==> src/rtl/bxf_pkg.sv <==
`timescale 1ns / 1ps

package bxf_pkg;

	// Matrix geometry
	localparam int MAX_SIZE   = 16;
	localparam int MIN_SIZE   = 2;
	localparam int RESET_SIZE = 10;
	localparam int POS_W      = $clog2(MAX_SIZE);
	localparam int SIZE_W     = 5;
	localparam int PIX_W      = 8;

	// Sum widths: one column of three, one column of two, a full 3x3 window
	localparam int COL3_W = PIX_W + 2;
	localparam int COL2_W = PIX_W + 1;
	localparam int SUM_W  = PIX_W + 4;

	// Results caused by one input pixel, at most
	localparam int RES_N  = 4;
	localparam int RES_IW = $clog2(RES_N);

	// Result slots in raster order of the output positions
	localparam int SLOT_UL = 0;
	localparam int SLOT_UR = 1;
	localparam int SLOT_LL = 2;
	localparam int SLOT_LR = 3;

	// Reciprocals for division by 6 and 9 of sums below 2^SUM_W
	localparam int RECIP_W  = 14;
	localparam int RECIP_SH = 16;
	localparam int PROD_W   = SUM_W + RECIP_W;
	localparam logic [RECIP_W-1:0] RECIP_6 = RECIP_W'(((1 << RECIP_SH) + 5) / 6);
	localparam logic [RECIP_W-1:0] RECIP_9 = RECIP_W'(((1 << RECIP_SH) + 8) / 9);

	// Number of cells in a neighborhood
	typedef enum logic [1:0] {
		CNT_4,
		CNT_6,
		CNT_9
	} cnt_t;

	// Two older pixels of one column
	typedef struct packed {
		logic [PIX_W-1:0] up1;
		logic [PIX_W-1:0] up2;
	} line_t;

	// Three pixels of one column, top to bottom
	typedef struct packed {
		logic [PIX_W-1:0] top;
		logic [PIX_W-1:0] mid;
		logic [PIX_W-1:0] bot;
	} col_t;

	// Window and position of the newest pixel
	typedef struct packed {
		col_t             col0;
		col_t             col1;
		col_t             col2;
		logic [POS_W-1:0] row;
		logic [POS_W-1:0] col;
		logic             r_ge1;
		logic             r_ge2;
		logic             c_ge1;
		logic             c_ge2;
		logic             r_last;
		logic             c_last;
	} s1_t;

	// One pending result before division
	typedef struct packed {
		logic [SUM_W-1:0] sum;
		cnt_t             cnt;
		logic [POS_W-1:0] row;
		logic [POS_W-1:0] col;
		logic             last_run;
		logic             last_mat;
	} rslt_t;

	// Truncated mean of a neighborhood sum
	function automatic logic [PIX_W-1:0] mean_of(input logic [SUM_W-1:0] sum, input cnt_t cnt);
		logic [PROD_W-1:0] prod;
		prod = '0;
		mean_of = '0;
		case (cnt)
			CNT_4: mean_of = PIX_W'(sum >> 2);
			CNT_6: begin
				prod = PROD_W'(sum) * PROD_W'(RECIP_6);
				mean_of = prod[RECIP_SH +: PIX_W];
			end
			CNT_9: begin
				prod = PROD_W'(sum) * PROD_W'(RECIP_9);
				mean_of = prod[RECIP_SH +: PIX_W];
			end
			default: mean_of = '0;
		endcase
	endfunction

endpackage

==> src/rtl/bxf_pix_if.sv <==
`timescale 1ns / 1ps

interface bxf_pix_if;
	import bxf_pkg::*;

	logic             valid;
	logic             ready;
	logic [PIX_W-1:0] pixel_value;

	modport source (output valid, output pixel_value, input ready);
	modport sink (input valid, input pixel_value, output ready);
endinterface

==> src/rtl/bxf_res_if.sv <==
`timescale 1ns / 1ps

interface bxf_res_if;
	import bxf_pkg::*;

	logic             valid;
	logic             ready;
	logic [PIX_W-1:0] smoothed_value;
	logic [POS_W-1:0] out_row;
	logic [POS_W-1:0] out_column;
	logic             last_of_run;
	logic             last_of_matrix;

	modport source (
		output valid, output smoothed_value, output out_row, output out_column,
		output last_of_run, output last_of_matrix, input ready
	);
	modport sink (
		input valid, input smoothed_value, input out_row, input out_column,
		input last_of_run, input last_of_matrix, output ready
	);
endinterface

==> src/rtl/bxf_front.sv <==
`timescale 1ns / 1ps

module bxf_front (
	input  logic                        clk,
	input  logic                        arst_n,
	input  logic                        cfg_we,
	input  logic [bxf_pkg::SIZE_W-1:0]  cfg_wdata,
	bxf_pix_if.sink                     pix,
	input  logic                        s2_ready,
	output logic                        valid_s1,
	output bxf_pkg::s1_t                item_s1
);
	import bxf_pkg::*;

	logic [POS_W-1:0] lim_q;
	logic [POS_W-1:0] lim_new;
	logic [POS_W-1:0] row_q;
	logic [POS_W-1:0] col_q;
	logic [POS_W-1:0] row_eff;
	logic [POS_W-1:0] col_eff;
	logic             oob;
	logic             accept;
	line_t            store_q [MAX_SIZE];
	line_t            rd;

	// A transfer is taken when stage one is free or moves on.
	assign pix.ready = !valid_s1 || s2_ready;
	assign accept    = pix.valid && pix.ready;

	// Clamp the written side length and keep the last index.
	always_comb begin
		if (cfg_wdata < SIZE_W'(MIN_SIZE)) begin
			lim_new = POS_W'(MIN_SIZE - 1);
		end else if (cfg_wdata > SIZE_W'(MAX_SIZE)) begin
			lim_new = POS_W'(MAX_SIZE - 1);
		end else begin
			lim_new = POS_W'(cfg_wdata - SIZE_W'(1));
		end
	end

	// A position outside the matrix restarts at the top left corner.
	assign oob     = (row_q > lim_q) || (col_q > lim_q);
	assign row_eff = oob ? '0 : row_q;
	assign col_eff = oob ? '0 : col_q;
	assign rd      = store_q[col_eff];

	// Side length and input position.
	always_ff @(posedge clk or negedge arst_n) begin
		if (!arst_n) begin
			lim_q <= POS_W'(RESET_SIZE - 1);
			row_q <= '0;
			col_q <= '0;
		end else if (cfg_we) begin
			lim_q <= lim_new;
			row_q <= '0;
			col_q <= '0;
		end else if (accept) begin
			if (col_eff == lim_q) begin
				col_q <= '0;
				row_q <= (row_eff == lim_q) ? '0 : row_eff + POS_W'(1);
			end else begin
				col_q <= col_eff + POS_W'(1);
				row_q <= row_eff;
			end
		end
	end

	// Column store: the two rows above the current one, per column.
	always_ff @(posedge clk) begin
		if (accept) begin
			store_q[col_eff] <= '{up1: pix.pixel_value, up2: rd.up1};
		end
	end

	// Stage one: the 3x3 window shifts by one column on each transfer.
	always_ff @(posedge clk) begin
		if (accept) begin
			item_s1.col2   <= item_s1.col1;
			item_s1.col1   <= item_s1.col0;
			item_s1.col0   <= '{top: rd.up2, mid: rd.up1, bot: pix.pixel_value};
			item_s1.row    <= row_eff;
			item_s1.col    <= col_eff;
			item_s1.r_ge1  <= row_eff >= POS_W'(1);
			item_s1.r_ge2  <= row_eff >= POS_W'(2);
			item_s1.c_ge1  <= col_eff >= POS_W'(1);
			item_s1.c_ge2  <= col_eff >= POS_W'(2);
			item_s1.r_last <= row_eff == lim_q;
			item_s1.c_last <= col_eff == lim_q;
		end
	end

	// Stage one occupancy.
	always_ff @(posedge clk or negedge arst_n) begin
		if (!arst_n) begin
			valid_s1 <= 1'b0;
		end else if (accept) begin
			valid_s1 <= 1'b1;
		end else if (s2_ready) begin
			valid_s1 <= 1'b0;
		end
	end

endmodule

==> src/rtl/bxf_sums.sv <==
`timescale 1ns / 1ps

module bxf_sums (
	input  logic            clk,
	input  logic            arst_n,
	input  logic            valid_s1,
	input  bxf_pkg::s1_t    item_s1,
	output logic            s2_ready,
	output logic            nxt_valid,
	output bxf_pkg::rslt_t  nxt,
	input  logic            nxt_ready
);
	import bxf_pkg::*;

	col_t              cols [3];
	logic [COL3_W-1:0] s3 [3];
	logic [COL2_W-1:0] s2 [3];
	logic [SUM_W-1:0]  sum_ul;
	logic [SUM_W-1:0]  sum_ur;
	logic [SUM_W-1:0]  sum_ll;
	logic [SUM_W-1:0]  sum_lr;
	rslt_t             ent_d [RES_N];
	logic [RES_N-1:0]  pend_d;
	rslt_t             ent_s2 [RES_N];
	logic [RES_N-1:0]  pend_s2;
	logic [RES_IW-1:0] sel;
	logic [RES_N-1:0]  rest;
	logic              take;
	logic              load;

	// Column sums; rows above the top and columns left of the edge count as zero.
	always_comb begin
		cols[0] = item_s1.col0;
		cols[1] = item_s1.col1;
		cols[2] = item_s1.col2;
		for (int k = 0; k < 3; k++) begin
			s2[k] = COL2_W'(cols[k].mid) + COL2_W'(cols[k].bot);
			s3[k] = COL3_W'(s2[k]) + COL3_W'(cols[k].top & {PIX_W{item_s1.r_ge2}});
		end
		sum_ul = SUM_W'(s3[0]) + SUM_W'(s3[1]) + (SUM_W'(s3[2]) & {SUM_W{item_s1.c_ge2}});
		sum_ur = SUM_W'(s3[0]) + SUM_W'(s3[1]);
		sum_ll = SUM_W'(s2[0]) + SUM_W'(s2[1]) + (SUM_W'(s2[2]) & {SUM_W{item_s1.c_ge2}});
		sum_lr = SUM_W'(s2[0]) + SUM_W'(s2[1]);
	end

	// The four outputs this pixel can complete, in raster order.
	always_comb begin
		pend_d[SLOT_UL] = item_s1.r_ge1 && item_s1.c_ge1;
		pend_d[SLOT_UR] = item_s1.r_ge1 && item_s1.c_last;
		pend_d[SLOT_LL] = item_s1.r_last && item_s1.c_ge1;
		pend_d[SLOT_LR] = item_s1.r_last && item_s1.c_last;

		ent_d[SLOT_UL].sum      = sum_ul;
		ent_d[SLOT_UL].cnt      = (item_s1.r_ge2 && item_s1.c_ge2) ? CNT_9 :
		                          (item_s1.r_ge2 || item_s1.c_ge2) ? CNT_6 : CNT_4;
		ent_d[SLOT_UL].row      = item_s1.row - POS_W'(1);
		ent_d[SLOT_UL].col      = item_s1.col - POS_W'(1);
		ent_d[SLOT_UL].last_run = 1'b0;
		ent_d[SLOT_UL].last_mat = 1'b0;

		ent_d[SLOT_UR].sum      = sum_ur;
		ent_d[SLOT_UR].cnt      = item_s1.r_ge2 ? CNT_6 : CNT_4;
		ent_d[SLOT_UR].row      = item_s1.row - POS_W'(1);
		ent_d[SLOT_UR].col      = item_s1.col;
		ent_d[SLOT_UR].last_run = 1'b0;
		ent_d[SLOT_UR].last_mat = 1'b0;

		ent_d[SLOT_LL].sum      = sum_ll;
		ent_d[SLOT_LL].cnt      = item_s1.c_ge2 ? CNT_6 : CNT_4;
		ent_d[SLOT_LL].row      = item_s1.row;
		ent_d[SLOT_LL].col      = item_s1.col - POS_W'(1);
		ent_d[SLOT_LL].last_run = 1'b0;
		ent_d[SLOT_LL].last_mat = 1'b0;

		// The bottom right corner closes the matrix.
		ent_d[SLOT_LR].sum      = sum_lr;
		ent_d[SLOT_LR].cnt      = CNT_4;
		ent_d[SLOT_LR].row      = item_s1.row;
		ent_d[SLOT_LR].col      = item_s1.col;
		ent_d[SLOT_LR].last_run = 1'b0;
		ent_d[SLOT_LR].last_mat = 1'b1;
	end

	// Lowest pending slot goes out next.
	always_comb begin
		sel = '0;
		for (int i = RES_N - 1; i >= 0; i--) begin
			if (pend_s2[i]) begin
				sel = RES_IW'(i);
			end
		end
		rest = pend_s2 & ~(RES_N'(1) << sel);
		nxt_valid = |pend_s2;
		nxt = ent_s2[sel];
		nxt.last_run = (rest == '0);
	end

	assign take     = nxt_valid && nxt_ready;
	assign s2_ready = (pend_s2 == '0) || (take && (rest == '0));
	assign load     = valid_s1 && s2_ready;

	// Stage two: pending mask.
	always_ff @(posedge clk or negedge arst_n) begin
		if (!arst_n) begin
			pend_s2 <= '0;
		end else if (load) begin
			pend_s2 <= pend_d;
		end else if (take) begin
			pend_s2 <= rest;
		end
	end

	// Stage two: sums, counts and positions.
	always_ff @(posedge clk) begin
		if (load) begin
			for (int i = 0; i < RES_N; i++) begin
				ent_s2[i] <= ent_d[i];
			end
		end
	end

endmodule

==> src/rtl/bxf_emit.sv <==
`timescale 1ns / 1ps

module bxf_emit (
	input  logic            clk,
	input  logic            arst_n,
	input  logic            nxt_valid,
	input  bxf_pkg::rslt_t  nxt,
	output logic            nxt_ready,
	bxf_res_if.source       res
);
	import bxf_pkg::*;

	logic             out_v_q;
	logic [PIX_W-1:0] mean_q;
	logic [POS_W-1:0] row_q;
	logic [POS_W-1:0] col_q;
	logic             last_run_q;
	logic             last_mat_q;
	logic             out_free;

	// The output register is free when empty or when its transfer completes.
	assign out_free  = !out_v_q || res.ready;
	assign nxt_ready = out_free;

	always_ff @(posedge clk or negedge arst_n) begin
		if (!arst_n) begin
			out_v_q <= 1'b0;
		end else if (out_free) begin
			out_v_q <= nxt_valid;
		end
	end

	// Divide by the cell count on the way into the output register.
	always_ff @(posedge clk) begin
		if (out_free && nxt_valid) begin
			mean_q     <= mean_of(nxt.sum, nxt.cnt);
			row_q      <= nxt.row;
			col_q      <= nxt.col;
			last_run_q <= nxt.last_run;
			last_mat_q <= nxt.last_mat;
		end
	end

	assign res.valid          = out_v_q;
	assign res.smoothed_value = mean_q;
	assign res.out_row        = row_q;
	assign res.out_column     = col_q;
	assign res.last_of_run    = last_run_q;
	assign res.last_of_matrix = last_mat_q;

endmodule

==> src/rtl/box_filter_3x3_edge_mean.sv <==
`timescale 1ns / 1ps

// Channel   Dir  Payload
// pix       in   pixel_value (8b), raster order
// res       out  smoothed_value (8b), out_row, out_column, last_of_run, last_of_matrix
// cfg       in   cfg_we, cfg_wdata: side length, 2..16 after clamping
//
// One pixel per cycle except during output stalls and bursts; each result is
// registered in stage one, stage two and the output register. Pixels in the last
// column (from row one) or the last row (from column one) complete two to four
// outputs, sent one per cycle while res.ready is high; the input holds meanwhile.
// Reset clears the position and all valid state and sets the side length to 10.
// A stall at the output backs up through stage two and stage one to the input.

module box_filter_3x3_edge_mean (
	input  logic                        clk,
	input  logic                        arst_n,
	input  logic                        cfg_we,
	input  logic [bxf_pkg::SIZE_W-1:0]  cfg_wdata,
	bxf_pix_if.sink                     pix,
	bxf_res_if.source                   res
);
	import bxf_pkg::*;

	logic  valid_s1;
	s1_t   item_s1;
	logic  s2_ready;
	logic  nxt_valid;
	rslt_t nxt;
	logic  nxt_ready;

	// Position, column store and window register.
	bxf_front u_front (
		.clk       (clk),
		.arst_n    (arst_n),
		.cfg_we    (cfg_we),
		.cfg_wdata (cfg_wdata),
		.pix       (pix),
		.s2_ready  (s2_ready),
		.valid_s1  (valid_s1),
		.item_s1   (item_s1)
	);

	// Neighborhood sums and the queue of completed outputs.
	bxf_sums u_sums (
		.clk       (clk),
		.arst_n    (arst_n),
		.valid_s1  (valid_s1),
		.item_s1   (item_s1),
		.s2_ready  (s2_ready),
		.nxt_valid (nxt_valid),
		.nxt       (nxt),
		.nxt_ready (nxt_ready)
	);

	// Division and output register.
	bxf_emit u_emit (
		.clk       (clk),
		.arst_n    (arst_n),
		.nxt_valid (nxt_valid),
		.nxt       (nxt),
		.nxt_ready (nxt_ready),
		.res       (res)
	);

endmodule

==> src/flat_wrapper.sv <==
// flat-port wrapper written by rule: the top's interface ports become plain ports
module box_filter_3x3_edge_mean_flat import bxf_pkg::*;
  (clk, arst_n, cfg_we, cfg_wdata, pix_valid, pix_pixel_value, pix_ready, res_valid, res_smoothed_value, res_out_row, res_out_column, res_last_of_run, res_last_of_matrix, res_ready);
  bxf_pix_if pix_i ();
  bxf_res_if res_i ();
  input  logic clk;
  input  logic arst_n;
  input  logic cfg_we;
  input  logic [bxf_pkg::SIZE_W-1:0] cfg_wdata;
  input wire logic [$bits(pix_i.valid)-1:0] pix_valid;
  input wire logic [$bits(pix_i.pixel_value)-1:0] pix_pixel_value;
  output wire logic [$bits(pix_i.ready)-1:0] pix_ready;
  output wire logic [$bits(res_i.valid)-1:0] res_valid;
  output wire logic [$bits(res_i.smoothed_value)-1:0] res_smoothed_value;
  output wire logic [$bits(res_i.out_row)-1:0] res_out_row;
  output wire logic [$bits(res_i.out_column)-1:0] res_out_column;
  output wire logic [$bits(res_i.last_of_run)-1:0] res_last_of_run;
  output wire logic [$bits(res_i.last_of_matrix)-1:0] res_last_of_matrix;
  input wire logic [$bits(res_i.ready)-1:0] res_ready;
  assign pix_i.valid = pix_valid;
  assign pix_i.pixel_value = pix_pixel_value;
  assign pix_ready = pix_i.ready;
  assign res_valid = res_i.valid;
  assign res_smoothed_value = res_i.smoothed_value;
  assign res_out_row = res_i.out_row;
  assign res_out_column = res_i.out_column;
  assign res_last_of_run = res_i.last_of_run;
  assign res_last_of_matrix = res_i.last_of_matrix;
  assign res_i.ready = res_ready;
  box_filter_3x3_edge_mean u_core (.clk(clk), .arst_n(arst_n), .cfg_we(cfg_we), .cfg_wdata(cfg_wdata), .pix(pix_i), .res(res_i));
endmodule
==> config.mk <==
export PLATFORM = sky130hd
export DESIGN_NAME = box_filter_3x3_edge_mean_flat
export DESIGN_NICKNAME = d
export VERILOG_FILES = /design/src/rtl/bxf_pkg.sv /design/src/rtl/bxf_pix_if.sv /design/src/rtl/bxf_res_if.sv /design/src/rtl/bxf_front.sv /design/src/rtl/bxf_sums.sv /design/src/rtl/bxf_emit.sv /design/src/rtl/box_filter_3x3_edge_mean.sv /design/src/flat_wrapper.sv
export SDC_FILE = /design/constraint.sdc
export NUM_CORES = 1
export LEC_CHECK = 0
export ABC_AREA = 1
export CAP_MARGIN = 20
export CORE_UTILIZATION = 45
export CTS_CLUSTER_SIZE = 24
export DETAILED_ROUTE_END_ITERATION = 7
export DONT_BUFFER_PORTS = 1
export PLACE_DENSITY = 0.62
export SYNTH_ARGS = -nofsm -noshare
export SYNTH_HDL_FRONTEND = slang
export SYNTH_SLANG_ARGS = --single-unit
==> constraint.sdc <==
create_clock -name clk -period 7.9 [get_ports clk]
set_input_delay 0.395 -clock clk [delete_from_list [all_inputs] [get_ports clk]]
set_output_delay 0.395 -clock clk [all_outputs]
set_load 0.02 [all_outputs]
### Yosys cells after proc, flatten, opt, wreduce, memory -nomap -nowiden

Memories as Yosys holds them, arrays and structs flattened.
Cells that the tools add are included.

* register bits after elaboration: 122
* memory bits (writable): 348
* output and inout bits: 20
* word-level logic and storage cells: 118
* memories: 2

Memories
* u_core.u_front.store_q: words 16, bits a word 16, read ports 1, clocked after Yosys merged registers in 0, write ports 1, RTL line bxf_front.sv:23 `line_t store_q [MAX_SIZE];`
* u_core.u_sums.ent_s2: words 4, bits a word 23, read ports 1, clocked after Yosys merged registers in 0, write ports 4, RTL line bxf_sums.sv:24 `rslt_t ent_s2 [RES_N];`

* $add $sub $neg: 15
* multipliers: 2
* $lt $le $gt $ge: 8
* equal/unequal tests: 4
* shift operators: 1
* multiplexer cells: 28
* bitwise gates (word level): 7
* reduce and logical (&&, ||, !) cells: 23

Operators with widths (count)
* two-way mux 4 bit: 13
* adder 9 x 8 -> 10 bit: 3
* adder 8 x 8 -> 9 bit: 3
* adder 12 bit: 2
* AND 8 bit: 3
* multiplier 12 x 14 -> 24 bit (second input constant): 1
* case mux 8 bit (3 select lines): 1
* multiplier 12 x 12 -> 23 bit (second input constant): 1
* AND 10 x 12 -> 12 bit: 1
* AND 9 x 12 -> 12 bit: 1
* subtractor 4 x 1 -> 4 bit (second input constant): 3
* adder 10 x 10 -> 11 bit: 1
* adder 9 x 9 -> 10 bit: 1
* two-way mux 2 bit: 5
* logical AND 1 bit: 9
* two-way mux 1 bit: 9
* adder 4 x 1 -> 4 bit (second input constant): 2
* == test 4 bit: 2
* greater-or-equal comparator 4 x 1 -> 1 bit (second input constant): 2
* greater-or-equal comparator 4 x 2 -> 1 bit (second input constant): 2
* greater-than comparator 4 bit: 2
* logical NOT 4 bit: 2
* nonzero test 2 bit: 3
* greater-than comparator 5 bit (second input constant): 1
* 10 further kinds: 15

### Depth between registers and ports, before layout

* depth after elaboration: 14
* gate-level depth with buffers: 34

### Modules after synthesis

A second synthesis with hierarchy kept.

* cell total of the unflattened synthesis: 2626
* area, all modules: 26281.5 um^2

Modules (own cells, without submodules)
* bxf_front: instances 1, cells each 1078, area each 14012.2 um^2, seq. area each 10597.7 um^2
* bxf_sums: instances 1, cells each 769, area each 6272.3 um^2, seq. area each 2021.9 um^2
* bxf_emit: instances 1, cells each 779, area each 5997.0 um^2, seq. area each 565.5 um^2

### Worst setup path before layout

No wires, ideal clock.

* path kind: flip-flop to flip-flop
* from: register u_core.u_sums.pend_s2[2]
* to: register u_core.u_emit.mean_q[1] (netlist: u_core.u_emit.res.smoothed_value[1]) (data pin)
* setup time: 0.264 ns
* data arrival time: 5.433 ns
* slack: 2.203 ns
* stages on the path, launching flop included: 25
* cells stage by stage: dfrtp_1 > buf_6 > inv_6 > nand2_8 > nand2_4 > nand2_8 > inv_2 > buf_2 > o21ai_0 > o211ai_1 > ha_1 > fa_1 > inv_1 > fa_1 > fa_1 > fa_1 > inv_1 > ha_1 > nand2_1 > o21a_1 > a21oi_1 > or2_2 > or2_2 > nand3_1 > nand3_1

* word-level cells in the longest chain between the ends: 6

Ends and longest elaborated chain
* start: declaration: RTL line bxf_sums.sv:25 `logic [RES_N-1:0] pend_s2;`
* start signal: assignment: RTL line bxf_sums.sv:107 `pend_s2 <= pend_d;`
* start signal: assignment: RTL line bxf_sums.sv:109 `pend_s2 <= rest;`
* two-way mux 2 bit * (3 in a row): RTL line bxf_sums.sv:88 `if (pend_s2[i]) begin`
* memory read (4 x 23 bit) *
* multiplier 12 x 14 -> 24 bit, or another cell as far along: RTL line bxf_pkg.sv:88 `prod = PROD_W'(sum) * PROD_W'(RECIP_6);`
* case mux 8 bit (3 select lines) *: RTL line bxf_pkg.sv:85 `case (cnt)`
* end signal: assignment: RTL line bxf_emit.sv:36 `mean_q <= mean_of(nxt.sum, nxt.cnt);`
* end: declaration: RTL line bxf_emit.sv:14 `logic [PIX_W-1:0] mean_q;`

Mark *: on every way between the ends. The rest lies on a longest branch, timed or not.
A chain may end at the register's enable or synchronous reset.

### Final worst setup path

* from: register u_core.u_sums.pend_s2[2]
* to: register u_core.u_emit.mean_q[6] (netlist: u_core.u_emit.res.smoothed_value[6]) (data pin)

The elaborated chain is that of the path after synthesis.

==> metrics.md <==
| Metric | Value |
|---|---|
| Status | `finished clean` |
| DRT Pass-1 Iters | `7` |
| Top Ports | `38` |
| Largest net degree at the start of global routing | `90` |
| Slew HR | `33.9%` |
| CP Launch Type | `register` |
| Post-Route WL | `58.6 mm` |
| Worst-Margin Slew | `0.991 ns` |
| Synth unique cells | `58` |
| Yosys warns | `0` |
| Slew Viols, Final | `0` |
| DR WL/cell | `19.2 µm` |
| Syn nets | `2545` |
| Fmax | `155 MHz` |
| Worst R2R Start | `u_core.u_sums.pend_s2[2]` |
| Worst-Skew Late Latency | `0.61 ns` |
| Floorplan core area | `55100 µm²` |
| Port Buf Inserts | `0` |
| Final core utilization | `50.2%` |
| Top-count cell post-synth | `edfxtp_1` |
| Number of synthesized register bits | `442` |
| Hpwl dp | `41.2 mm` |
| Crit path from | `u_core.u_sums.pend_s2[2]` |
| Routability cong. | `0.863` |
| H-tree depth | `2` |
| Top cells by area, synth | `edfxtp_1, ha_1, fa_1` |
| R2R depth | `28` |
| Post-route ant nets | `0` |
| Initial antenna violation count | `5` |
| Crit Path Category | `reg2reg` |
| Via density | `5.31` |
| Synth top area share | `50.8%` |
| Worst-path clk slew | `0.06 ns` |
| Setup TNS Final | `0 ns` |
| Post-CTS setup buffers | `0` |
| Max stage delay cell, worst path | `a31oi_1` |
| GR Util All Layers | `21.1%` |
| Most used cell along the critical path | `nand2_1` |
| Hold path startpoint | `cfg_wdata[2]` |
| Fin crit period | `6.43 ns` |
| Vias | `16200` |
| Site row count | `86` |
| Min-Delay Path Class | `in2reg` |
| Max-capacitance violation count | `0` |
| Post-Layout Cell Count | `3047` |
| First-pass GRT wire length | `92.5 mm` |
| Ys flop type | `edfxtp_1` |
| Share of layout cells above drive strength 1 | `7.92%` |
| Critical path peak fanout | `19` |
| CTS sink cnt | `442` |
| CTS tree | `done` |
| Root Driver | `clkbuf_16` |
| CTS Buf Count | `48` |
| R2R Setup Slk | `1.47 ns` |
| Syn avg cell area | `11.3 µm²` |
| Fin crit share | `81.4%` |
| Post-synth EDFFs | `424` |
| Nets@finish | `2587` |
| Clk_skew | `0.0265 ns` |
| Placed Instances | `2940` |
| Chip Width | `238 µm` |
| Count of buffer and inverter cells on the critical path | `5` |
| RR Endpoint | `u_core.u_emit.res.smoothed_value[6]` |
| Synth Instances | `2218` |
| Worst hold slack | `0.0444 ns` |
| Initial DRC count | `1134` |
| Seq/Total Area, Yosys | `52.6%` |
| Initial Utilization | `45.5%` |
| Die height | `238 µm` |
| Slowest Stage Delay on Critical Path | `0.73 ns` |
| Post-synth top area cell | `edfxtp_1` |
| Final setup viols | `0` |
| Fill cells | `4913` |
| Delay-heaviest family, CP | `adder cells` |
| DRC | `0` |
| Worst Hold Depth | `3` |
| Die area | `56700 µm²` |
| Synth top cells by count | `edfxtp_1, inv_1, nand2_1, ha_1, nor2_1` |
| RSZ-0062 raised after global routing | `no` |
| Critical path arrival | `6.80 ns` |
| Area grow syn2layout | `10.3%` |
| Critical path capture point type | `register` |
| Hold Violations, Final | `0` |
| Worst Hold End | `u_core.u_front.lim_q[2]` |
| Clock buffer depth | `3` |
| Asr flop ratio synth | `4.07%` |
| Grt total ovfl | `0` |
| Number of global-route vias before repair | `16600` |
| Cell Area, Synth | `25100 µm²` |
| Crit path required time | `8.26 ns` |
-- worst max-delay path by stage --
stage | depth (start not counted) | slack [ns] | endpoint
2_1_floorplan | 24 | 2.20 | u_core.u_emit.res.smoothed_value[1]
3_3_place_gp | 25 | 1.56 | u_core.u_emit.res.smoothed_value[7]
3_5_place_dp | 28 | 1.46 | u_core.u_emit.res.smoothed_value[6]
4_1_cts | 28 | 1.45 | u_core.u_emit.res.smoothed_value[6]
5_1_grt | 28 | 0.87 | u_core.u_emit.res.smoothed_value[6]
6_report | 28 | 1.47 | u_core.u_emit.res.smoothed_value[6]
-- final cells by class --
class                           instances  area, µm²  area share, %
Inverter                              333       1260           4.55
Tap cell                              748        936           3.38
Multi-Input combinational cell       1390      10400           37.5
Clock inverter                         32        283           1.02
Antenna cell                            1       2.50        0.00904
Sequential cell                       442      13200           47.7
Clock buffer                           56       1230           4.45
Timing Repair Buffer                   45        394           1.42
-- kinds of logic (layout without fill, tap and decap cells) --
| family | after synthesis | in the layout | share of synthesized area (%) |
|---|---|---|---|
| AOI/OAI and AO/OA | 379 | 379 | 9.59 |
| xor gates and xnor gates | 69 | 69 | 2.41 |
| adders and majority gates | 309 | 309 | 18.1 |
| buffers and inverters | 386 | 466 | 6.09 |
| DFF | 442 | 442 | 52.6 |
| other | 0 | 1 | 0 |
| and+or+nand+nor | 633 | 633 | 11.2 |
-- worst min-delay path, delay by kind of cell --
kind | cells | cell delay, ns
AND/OR/NAND/NOR | 1 | 0.04
AO/OA/AOI/OAI | 2 | 0.17
-- state kept, by name, summed over array words and instances, names as in the netlist, 4 cells and up --
name	flops
u_core.u_emit.res.out_column	4
u_core.u_sums.pend_s2	4
u_core.u_front.item_s1	86
u_core.u_front.lim_q	4
u_core.u_emit.res.smoothed_value	8
u_core.u_emit.res.out_row	4
u_core.u_front.row_q	4
u_core.u_front.store_q	256
u_core.u_sums.ent_s2	64
u_core.u_front.col_q	4
-- metrics by stage --
stage               instance area, µm²  setup WS, ns
floorplan                        25100          2.20
global placement                 26000          1.56
detailed placement               26000          1.46
CTS                              27600          1.45
global route                     27700         0.870
finish                           27700          1.47
-- layer usage --
metal	vias up	share of wire, %	GRT usage, %
met5	-	0.080	0
met4	8	3.2	6.99
met3	117	5.1	3.26
met2	431	48	35.4
met1	7835	44	28.0
li1	7796	-	-
-- cells in the final DEF, fill, tap and decap left out, types with 27 or more instances in the layout --
cell type  count
nand3_1       97
inv_1        313
clkbuf_16     48
fa_1          91
nor2_1       178
xor2_1        45
a21oi_1       96
edfxtp_1     424
nand2_1      273
o21ai_0      106
buf_4         27
o221ai_1      64
ha_1         218
-- what timing repair did --
item,4_1_cts,5_1_grt
resized for setup,0,0
hold buffers,15,0
endpoints found under the hold margin,164,0
Power is not shown: default switching activity piles up to over one toggle a cycle in this logic, so the estimate is an artifact.
